**src/design/assert_macros.svh**
```systemverilog
// assertion macros used by the rtl of the sorted wakeup timer queue
// no dependencies; define NO_ASSERTIONS to compile the checks away
`ifndef ASSERT_MACROS_SVH
`define ASSERT_MACROS_SVH
`ifndef NO_ASSERTIONS
// same-cycle implication
`define ASSERT_IMPLIES(label, clk, rst, cond, prop) \
   label: assert property (@(posedge clk) disable iff (rst) (cond) |-> (prop)) \
      else $error("assertion failed: same-cycle implication");
// next-cycle implication
`define ASSERT_NEXT(label, clk, rst, cond, prop) \
   label: assert property (@(posedge clk) disable iff (rst) (cond) |=> (prop)) \
      else $error("assertion failed: next-cycle implication");
`else
`define ASSERT_IMPLIES(label, clk, rst, cond, prop)
`define ASSERT_NEXT(label, clk, rst, cond, prop)
`endif
`endif

```
**src/design/swtq_pkg.sv**
```systemverilog
// types and constants for the sorted wakeup timer queue
// no dependencies; used by sorted_wakeup_timer_queue
`default_nettype none

package swtq_pkg;

   localparam int DEFAULT_CAPACITY = 16;
   localparam int MAX_WAKE         = 16;
   localparam int TIME_W           = 63;
   localparam int ID_W             = 8;

   // request operation codes
   localparam logic OP_INSERT = 1'b0;
   localparam logic OP_TICK   = 1'b1;

   typedef enum logic [2:0] {
      ST_INSERTED = 3'd0,
      ST_PAST     = 3'd1,
      ST_FULL     = 3'd2,
      ST_WOKEN    = 3'd3,
      ST_IDLE     = 3'd4
   } status_type;

   typedef struct packed {
      logic              operation;
      logic [ID_W-1:0]   thread_id;
      logic [TIME_W-1:0] alarm_tick;
   } req_type;

   typedef struct packed {
      status_type        status;
      logic [ID_W-1:0]   woken_thread;
      logic [TIME_W-1:0] current_tick;
      logic              last;
   } rsp_type;

   // one sleeper as held in the list memory
   typedef struct packed {
      logic [TIME_W-1:0] wake_time;
      logic [ID_W-1:0]   id;
   } entry_type;

endpackage

`default_nettype wire

```
**src/design/sorted_wakeup_timer_queue.sv**
```systemverilog
// sorted wakeup timer queue: tick counter plus a time-sorted sleeper list in one memory
// depends on swtq_pkg and assert_macros.svh
`default_nettype none
//
// Usage. A request beat is taken when start is high and busy is low. An insert
// (operation 0) places thread_id at alarm_tick in the sorted list, ahead of
// sleepers with the same time; a time at or before the current tick answers
// "past", a full list answers "full". A tick (operation 1) advances the counter
// and pops every head sleeper due at the new tick, at most 16, one result beat
// each with last on the final one, or a single "nothing due" beat.
// Results come out on rsp_valid/rsp_data for one cycle each; the receiver
// cannot stall, so every result is delivered at one beat per cycle.
// Timing: a rejected insert, or an insert into an empty list, answers the next
// cycle and busy stays low; any other insert shifts the entries at or after its
// place up one per cycle by the read-modify-write loop over the single list
// memory, then writes the new sleeper into the gap and answers.
// A tick reads the head unless the list is empty, and pops the woken sleepers
// with one memory read per pop.
// Reset empties the list and clears the tick counter at once; the memory
// contents need no clearing pass, since only filled entries are ever read.
//
module sorted_wakeup_timer_queue #(
   parameter int CAPACITY = swtq_pkg::DEFAULT_CAPACITY
) (
   input  wire              clock,
   input  wire              reset,
   input  wire              start,
   output logic             busy,
   input  swtq_pkg::req_type req_data,
   output logic             rsp_valid,
   output swtq_pkg::rsp_type rsp_data
);
   import swtq_pkg::*;

   `include "assert_macros.svh"

   localparam int AW = (CAPACITY > 1) ? $clog2(CAPACITY) : 1;
   localparam int CW = $clog2(CAPACITY + 1);
   localparam int NW = $clog2(MAX_WAKE + 1);

   typedef enum logic [5:0] {
      S_IDLE   = 6'b000001,
      S_ISHIFT = 6'b000010,
      S_IPLACE = 6'b000100,
      S_TSTART = 6'b001000,
      S_TCHECK = 6'b010000,
      S_TFLUSH = 6'b100000
   } state_type;

   state_type         state_ff, state_in;
   logic [AW-1:0]     head_ff, head_in;
   logic [CW-1:0]     count_ff, count_in;
   logic [CW-1:0]     idx_ff, idx_in;
   logic [NW-1:0]     n_ff, n_in;
   logic [TIME_W-1:0] tick_ff, tick_in;
   logic              pend_valid_ff, pend_valid_in;
   logic [ID_W-1:0]   pend_id_ff, pend_id_in;
   logic [TIME_W-1:0] new_time_ff, new_time_in;
   logic [ID_W-1:0]   new_id_ff, new_id_in;
   logic              rsp_valid_ff, rsp_valid_in;
   rsp_type           rsp_ff, rsp_in;

   // list memory, one read and one write port
   entry_type         mem [CAPACITY];
   logic              rd_en;
   logic [AW-1:0]     rd_addr;
   entry_type         rd_data_ff;
   logic              wr_en;
   logic [AW-1:0]     wr_addr;
   entry_type         wr_data;
   entry_type         new_entry;

   // logical list position to physical address in the circular memory
   function automatic logic [AW-1:0] phys(input logic [AW-1:0] base,
                                          input logic [CW-1:0] ofs);
      logic [AW:0] sum;
      sum = {1'b0, base} + (AW+1)'(ofs);
      if (sum >= (AW+1)'(CAPACITY)) begin
         sum = sum - (AW+1)'(CAPACITY);
      end
      return sum[AW-1:0];
   endfunction

   assign busy      = (state_ff != S_IDLE);
   assign rsp_valid = rsp_valid_ff;
   assign rsp_data  = rsp_ff;
   assign new_entry = '{wake_time: new_time_ff, id: new_id_ff};

   // sequencer: insert walks from the tail shifting entries up, tick pops the head
   always_comb begin
      state_in      = state_ff;
      head_in       = head_ff;
      count_in      = count_ff;
      idx_in        = idx_ff;
      n_in          = n_ff;
      tick_in       = tick_ff;
      pend_valid_in = pend_valid_ff;
      pend_id_in    = pend_id_ff;
      new_time_in   = new_time_ff;
      new_id_in     = new_id_ff;
      rsp_valid_in  = 1'b0;
      rsp_in        = rsp_ff;
      rd_en         = 1'b0;
      rd_addr       = head_ff;
      wr_en         = 1'b0;
      wr_addr       = head_ff;
      wr_data       = new_entry;

      unique case (state_ff)
         S_IDLE: begin
            if (start) begin
               if (req_data.operation == OP_INSERT) begin
                  new_time_in = req_data.alarm_tick;
                  new_id_in   = req_data.thread_id;
                  rsp_in      = '{status: ST_INSERTED, woken_thread: '0,
                                  current_tick: tick_ff, last: 1'b1};
                  priority if (req_data.alarm_tick <= tick_ff) begin
                     rsp_valid_in  = 1'b1;
                     rsp_in.status = ST_PAST;
                  end else if (count_ff == CW'(CAPACITY)) begin
                     rsp_valid_in  = 1'b1;
                     rsp_in.status = ST_FULL;
                  end else if (count_ff == '0) begin
                     wr_en        = 1'b1;
                     wr_addr      = head_ff;
                     wr_data      = '{wake_time: req_data.alarm_tick,
                                      id: req_data.thread_id};
                     count_in     = count_ff + CW'(1);
                     rsp_valid_in = 1'b1;
                  end else begin
                     rd_en    = 1'b1;
                     rd_addr  = phys(head_ff, count_ff - CW'(1));
                     idx_in   = count_ff;
                     state_in = S_ISHIFT;
                  end
               end else begin
                  tick_in       = tick_ff + TIME_W'(1);
                  n_in          = '0;
                  pend_valid_in = 1'b0;
                  state_in      = S_TSTART;
               end
            end
         end

         // rd_data_ff holds the entry just below idx
         S_ISHIFT: begin
            wr_en   = 1'b1;
            wr_addr = phys(head_ff, idx_ff);
            if (new_time_ff > rd_data_ff.wake_time) begin
               wr_data      = new_entry;
               count_in     = count_ff + CW'(1);
               rsp_valid_in = 1'b1;
               rsp_in       = '{status: ST_INSERTED, woken_thread: '0,
                                current_tick: tick_ff, last: 1'b1};
               state_in     = S_IDLE;
            end else begin
               wr_data = rd_data_ff;
               idx_in  = idx_ff - CW'(1);
               if (idx_ff == CW'(1)) begin
                  state_in = S_IPLACE;
               end else begin
                  rd_en   = 1'b1;
                  rd_addr = phys(head_ff, idx_ff - CW'(2));
               end
            end
         end

         // new sleeper goes to the head
         S_IPLACE: begin
            wr_en        = 1'b1;
            wr_addr      = head_ff;
            wr_data      = new_entry;
            count_in     = count_ff + CW'(1);
            rsp_valid_in = 1'b1;
            rsp_in       = '{status: ST_INSERTED, woken_thread: '0,
                             current_tick: tick_ff, last: 1'b1};
            state_in     = S_IDLE;
         end

         S_TSTART: begin
            if (count_ff == '0) begin
               rsp_valid_in = 1'b1;
               rsp_in       = '{status: ST_IDLE, woken_thread: '0,
                                current_tick: tick_ff, last: 1'b1};
               state_in     = S_IDLE;
            end else begin
               rd_en    = 1'b1;
               rd_addr  = head_ff;
               state_in = S_TCHECK;
            end
         end

         // a woken id is held in pend_id_ff until the next head check or the flush state, so its last flag is known
         S_TCHECK: begin
            if (rd_data_ff.wake_time == tick_ff) begin
               if (pend_valid_ff) begin
                  rsp_valid_in = 1'b1;
                  rsp_in       = '{status: ST_WOKEN, woken_thread: pend_id_ff,
                                   current_tick: tick_ff, last: 1'b0};
               end
               pend_valid_in = 1'b1;
               pend_id_in    = rd_data_ff.id;
               head_in       = phys(head_ff, CW'(1));
               count_in      = count_ff - CW'(1);
               n_in          = n_ff + NW'(1);
               if ((count_ff != CW'(1)) && ((32'(n_ff) + 1) < MAX_WAKE)) begin
                  rd_en   = 1'b1;
                  rd_addr = phys(head_ff, CW'(1));
               end else begin
                  state_in = S_TFLUSH;
               end
            end else begin
               rsp_valid_in = 1'b1;
               if (pend_valid_ff) begin
                  rsp_in = '{status: ST_WOKEN, woken_thread: pend_id_ff,
                             current_tick: tick_ff, last: 1'b1};
               end else begin
                  rsp_in = '{status: ST_IDLE, woken_thread: '0,
                             current_tick: tick_ff, last: 1'b1};
               end
               state_in = S_IDLE;
            end
         end

         S_TFLUSH: begin
            rsp_valid_in = 1'b1;
            rsp_in       = '{status: ST_WOKEN, woken_thread: pend_id_ff,
                             current_tick: tick_ff, last: 1'b1};
            state_in     = S_IDLE;
         end

         default: begin
            state_in = S_IDLE;
         end
      endcase
   end

   // control registers
   always_ff @(posedge clock) begin
      if (reset) begin
         state_ff      <= S_IDLE;
         head_ff       <= '0;
         count_ff      <= '0;
         idx_ff        <= '0;
         n_ff          <= '0;
         tick_ff       <= '0;
         pend_valid_ff <= 1'b0;
         rsp_valid_ff  <= 1'b0;
      end else begin
         state_ff      <= state_in;
         head_ff       <= head_in;
         count_ff      <= count_in;
         idx_ff        <= idx_in;
         n_ff          <= n_in;
         tick_ff       <= tick_in;
         pend_valid_ff <= pend_valid_in;
         rsp_valid_ff  <= rsp_valid_in;
      end
   end

   // payload registers
   always_ff @(posedge clock) begin
      pend_id_ff  <= pend_id_in;
      new_time_ff <= new_time_in;
      new_id_ff   <= new_id_in;
      rsp_ff      <= rsp_in;
   end

   // list memory access
   always_ff @(posedge clock) begin
      if (wr_en) begin
         mem[wr_addr] <= wr_data;
      end
      if (rd_en) begin
         rd_data_ff <= mem[rd_addr];
      end
   end

   `ASSERT_IMPLIES(a_count_bound, clock, reset, 1'b1, count_ff <= CW'(CAPACITY))
   `ASSERT_IMPLIES(a_shift_idx, clock, reset, state_ff == S_ISHIFT, idx_ff != '0)
   `ASSERT_NEXT(a_accept_acts, clock, reset, start && !busy, busy || rsp_valid)
   `ASSERT_NEXT(a_tick_step, clock, reset, start && !busy && req_data.operation == OP_TICK,
      tick_ff == $past(tick_ff) + TIME_W'(1))

endmodule

`default_nettype wire

```
**config.mk**
```make
export PLATFORM = sky130hd
export DESIGN_NAME = sorted_wakeup_timer_queue
export DESIGN_NICKNAME = d
export VERILOG_FILES = /design/src/design/swtq_pkg.sv /design/src/design/sorted_wakeup_timer_queue.sv
export VERILOG_INCLUDE_DIRS = /design/src /design/src/design
export SDC_FILE = /design/constraint.sdc
export NUM_CORES = 2
export LEC_CHECK = 0
export ABC_CLOCK_PERIOD_IN_PS = 9250
export BUFFER_PORTS_ARGS = -buffer_cell sky130_fd_sc_hd__buf_2
export CORE_UTILIZATION = 56
export DETAILED_ROUTE_END_ITERATION = 10
export HOLD_SLACK_MARGIN = 0.03
export PLACE_DENSITY_LB_ADDON = 0.3
export SETUP_SLACK_MARGIN = 0.1
export SYNTH_ARGS = -nofsm -noshare
export SYNTH_HDL_FRONTEND = slang
export SYNTH_SLANG_ARGS = --single-unit
```
**constraint.sdc**
```tcl
create_clock -name clock -period 9.25 [get_ports clock]
set_input_delay 0.4625 -clock clock [delete_from_list [all_inputs] [get_ports clock]]
set_output_delay 0.4625 -clock clock [all_outputs]
set_load 0.01 [all_outputs]
```
==> Implementation_results.wiki <==
{| class="wikitable"
! Metric !! Value
|-
| Worst EP arrival || 8.30 ns
|-
| Worst Setup Start Kind || flop
|-
| Clock slew at reported path FFs || 0.06 ns
|-
| First-pass GRT wire length || 241 mm
|-
| Synthesis warning total || 0
|-
| Synth unique cells || 72
|-
| Master cell of the clock root buffer || clkbuf_16
|-
| Most frequent CP cell || nor4_1
|-
| Predominant post-synthesis flop cell || edfxtp_1
|-
| Multi-input gate area || 16300 um^2
|-
| RSZ-0062 raised after global routing || no
|-
| Number of core rows || 120
|-
| Remaining global-route overflow || 0
|-
| WL per Instance || 26.1 um
|-
| Ratio of final minimum period to clock period || 85.7%
|-
| Initial standard-cell utilization of the core || 56.6%
|-
| Final worst hold slack || 0.210 ns
|-
| Final setup violation count || 0
|-
| Critical R2R Capture || rd_data_ff[24]
|-
| Final Routed Wirelength || 164 mm
|-
| Routed metal-1 wirelength || 63.7 mm
|-
| Kind of end point of the critical path || flop
|-
| Nets || 4988
|-
| Max FO, Critical Path || 84
|-
| Combined flip-flop and latch cell area || 42700 um^2
|-
| Xor/xnor cell area share of the yosys netlist || 2.00%
|-
| Final number of max-transition violations || 0
|-
| Buffers and inverters on the worst path || 3
|-
| Worst path setup slack after routing || 1.33 ns
|-
| Least-Margin Pin Slew || 1.39 ns
|-
| Clock tree from TritonCTS || built
|-
| Initial antenna violation count || 9
|-
| Combined global-route utilization of all metal layers || 30.0%
|-
| Sequential area share after synthesis || 70.5%
|-
| HPWL after detailed placement || 95.3 mm
|-
| Startpoint of the worst-slack reg-to-reg timing path || rd_data_ff[70]
|-
| Top layer in use || met5
|-
| Die extent in y || 331 um
|-
| Post-synthesis instance total || 4573
|-
| Register-to-register setup slack || 1.33 ns
|-
| Start point of the critical path || rd_data_ff[70]
|-
| Family with the most delay on the worst path || simple AND/OR/NAND/NOR gates
|-
| Post-synthesis simple-gate area fraction || 12.4%
|-
| Vias in the first global route || 37.6k
|-
| Number of vias after detailed routing || 39.4k
|-
| Die width || 331 um
|-
| Routed wire length on met3 || 18.9 mm
|-
| Area of the core region || 107000 um^2
|-
| Total setup buffers inserted after CTS || 0
|-
| Area enclosed by the die boundary || 109000 um^2
|-
| Max frequency || 126 MHz
|-
| Final TNS setup || 0 ns
|-
| Post-Syn Area per Cell || 13.2 um^2
|-
| Via density per instance || 6.27
|-
| Routability cong. || 0.957
|-
| Pin count of the biggest net entering global routing || 134
|-
| Antenna-violating nets left || 0
|-
| ANT cells || 0
|-
| Critical path's slowest cell || nor4_1
|-
| Maximum clock skew at final layout || 0.0326 ns
|-
| Mux cell area share after synthesis || 2.33%
|-
| Async S/R FF share, synth || 0%
|-
| Power density over the cells || 285 nW/um^2
|-
| Adder-Cell Fraction of Synth Area || 3.05%
|-
| Routed wl met2 || 75.3 mm
|-
| Max IR drop VDD || 0.000236 V
|-
| Synthesis-stage register bit count || 1451
|-
| Sinks on Clock Net || 1451
|-
| Tightest slew margin relative to the limit || 7.64%
|-
| Latest clock arrival within the worst-skew pair || 0.77 ns
|-
| TritonCTS buffer count || 141
|-
| Min-delay src || start
|-
| # IOs || 152
|-
| Netlist area before placement || 60500 um^2
|-
| Type of the worst setup path || reg2reg
|-
| Worst slack after detailed placement || 1.78 ns
|-
| Area overhead of the layout relative to synthesis || 13.0%
|-
| Overall power after layout || 0.0195 W
|-
| Number of cells on the worst reg-to-reg path || 16
|-
| Fraction of layout cells with a size suffix above 1 || 9.97%
|-
| Post-synth net total || 4794
|-
| Cell-by-cell trace of the critical path || inv_1 -> ha_1 -> nand4_1 -> nor4_1 -> nand3_1 -> a31oi_1 -> nor4_1 -> nor3_1 -> nor2_1 -> nand3b_1 -> a21o_4 -> buf_12 -> buf_4 -> mux2i_1 -> a32o_1 -> nor4_1
|-
| Critical path capture point || rd_data_ff[24]
|-
| Post-layout minimum cycle time || 7.92 ns
|-
| Number of fillers in the final layout || 7515
|-
| Critical path data required time || 9.62 ns
|-
| First-pass detailed-route iteration total || 7
|-
| Dpl cell area || 63000 um^2
|-
| Summed area of non-filler cells in the final layout || 68400 um^2
|-
| Dominant combinational cell family by area after synthesis || simple AND/OR/NAND/NOR gates
|-
| Compound-Gate Fraction of Synth Area || 6.70%
|-
| Post-synth EDFFs || 1361
|-
| Detailed router's first-iteration violation count || 5707
|-
| Delay contributed by the slowest stage of the critical path || 1.08 ns
|-
| DRC violations left || 0
|-
| Max-cap viol count || 0
|-
| Hold violation total from the final report || 0
|-
| Leakage power summed over all cells || 24.1 nW
|-
| Number of logic stages on the critical path including buffering || 16
|-
| H-tree Lvls || 4
|-
| Worst min-delay path category || in2reg
|-
| CTS max path bufs || 3
|-
| I/O Buffers || 151
|-
| Run status || completed
|}
==> per-stage QoR <==
step	instances	utilization [%]
2_1_floorplan	4573	-
3_3_place_gp	5954	58.8
3_5_place_dp	5955	58.9
4_1_cts	6289	63.9
5_1_grt	6289	63.9
6_report	6289	63.9
==> power by group <==
group,internal [W],switching (W)
combinational,0.00148,0.00391
clock,0.00334,0.00249
sequential,0.00816,0.000140
total,0.0130,0.00654
==> sequential cells by signal, summed over array words and instances (netlist names) <==
name,flops
count_ff,5
head_ff,4
idx_ff,5
mem,1136
n_ff,5
new_id_ff,8
new_time_ff,63
pend_id_ff,8
pend_valid_ff,1
rd_data_ff,71
rsp_data,75
rsp_valid,1
state_ff,6
tick_ff,63
==> Yosys cell counts (71+ instances only) <==
cell type / number / area, um^2
a32o_1: 138 / 1380
nand2_1: 944 / 3540
xnor2_1: 71 / 622
nand3_1: 332 / 1660
edfxtp_1: 1361 / 40900
inv_1: 224 / 841
nor4_1: 82 / 513
clkbuf_1: 169 / 634
dfxtp_1: 90 / 1800
a21oi_1: 214 / 1070
ha_1: 143 / 1790
mux2i_1: 140 / 1400
nor2_1: 147 / 552
a222oi_1: 71 / 711
==> tightest hold or removal path, stage by stage <==
cell     delay, ns
buf_2         0.14
o21ai_0       0.08
a21o_1        0.18
nor2_1        0.06
==> how the worst min path moves through the flow <==
| stage | endpoint | slack [ns] | cells past startpoint |
|---|---|---|---|
| floorplan | rsp_data[19] | 0.41 | 0 |
| global placement | rsp_data[63] | 0.47 | 0 |
| detailed placement | pend_id_ff[0] | 0.46 | 0 |
| CTS | state_ff[3] | 0.16 | 4 |
| global route | state_ff[3] | 0.24 | 4 |
| finish | state_ff[3] | 0.21 | 4 |
==> kinds of logic after synthesis <==
kind of cell,after synthesis
fa+ha+maj,146
compound gates,552
mux,141
flops,1451
buf+inv,462
simple gates,1683
xor+xnor,138
==> area by class of cell <==
cell class,count,area share (%)
flip-flops and latches,1451,62.4
repair buffers,288,3.16
inverters,225,1.23
multi-input cells,2660,23.8
clock inverters,96,1.38
well taps,1403,2.57
clock buffers,166,5.46
==> metal layers <==
layer | vias up | GRT usage, %
li1 | 17400 | -
met5 | - | 0
met4 | 6 | 11.7
met2 | 2319 | 46.1
met1 | 19400 | 41.7
met3 | 330 | 6.74
==> cells in the final DEF (no fill, tap or decap), types with 40 or more instances in the layout <==
| cell | instances |
|---|---|
| a21oi_1 | 212 |
| a222oi_1 | 71 |
| a32o_1 | 138 |
| buf_2 | 152 |
| buf_4 | 48 |
| clkbuf_16 | 145 |
| dfxtp_1 | 90 |
| dlygate4sd3_1 | 72 |
| edfxtp_1 | 1361 |
| ha_1 | 143 |
| inv_1 | 224 |
| mux2i_1 | 140 |
| nand2_1 | 943 |
| nand3_1 | 331 |
| nand4_1 | 44 |
| nor2_1 | 128 |
| nor4_1 | 80 |
| o21ai_0 | 40 |
| xnor2_1 | 71 |
| xor2_1 | 67 |
==> timing repair <==
| item | in CTS | in global routing |
|---|---|---|
| endpoints found under the hold margin | 72 | 0 |
| gates resized for setup | 0 | 0 |
| hold buffers | 72 | 0 |
Note: power is estimated with default switching activity, not from simulation.
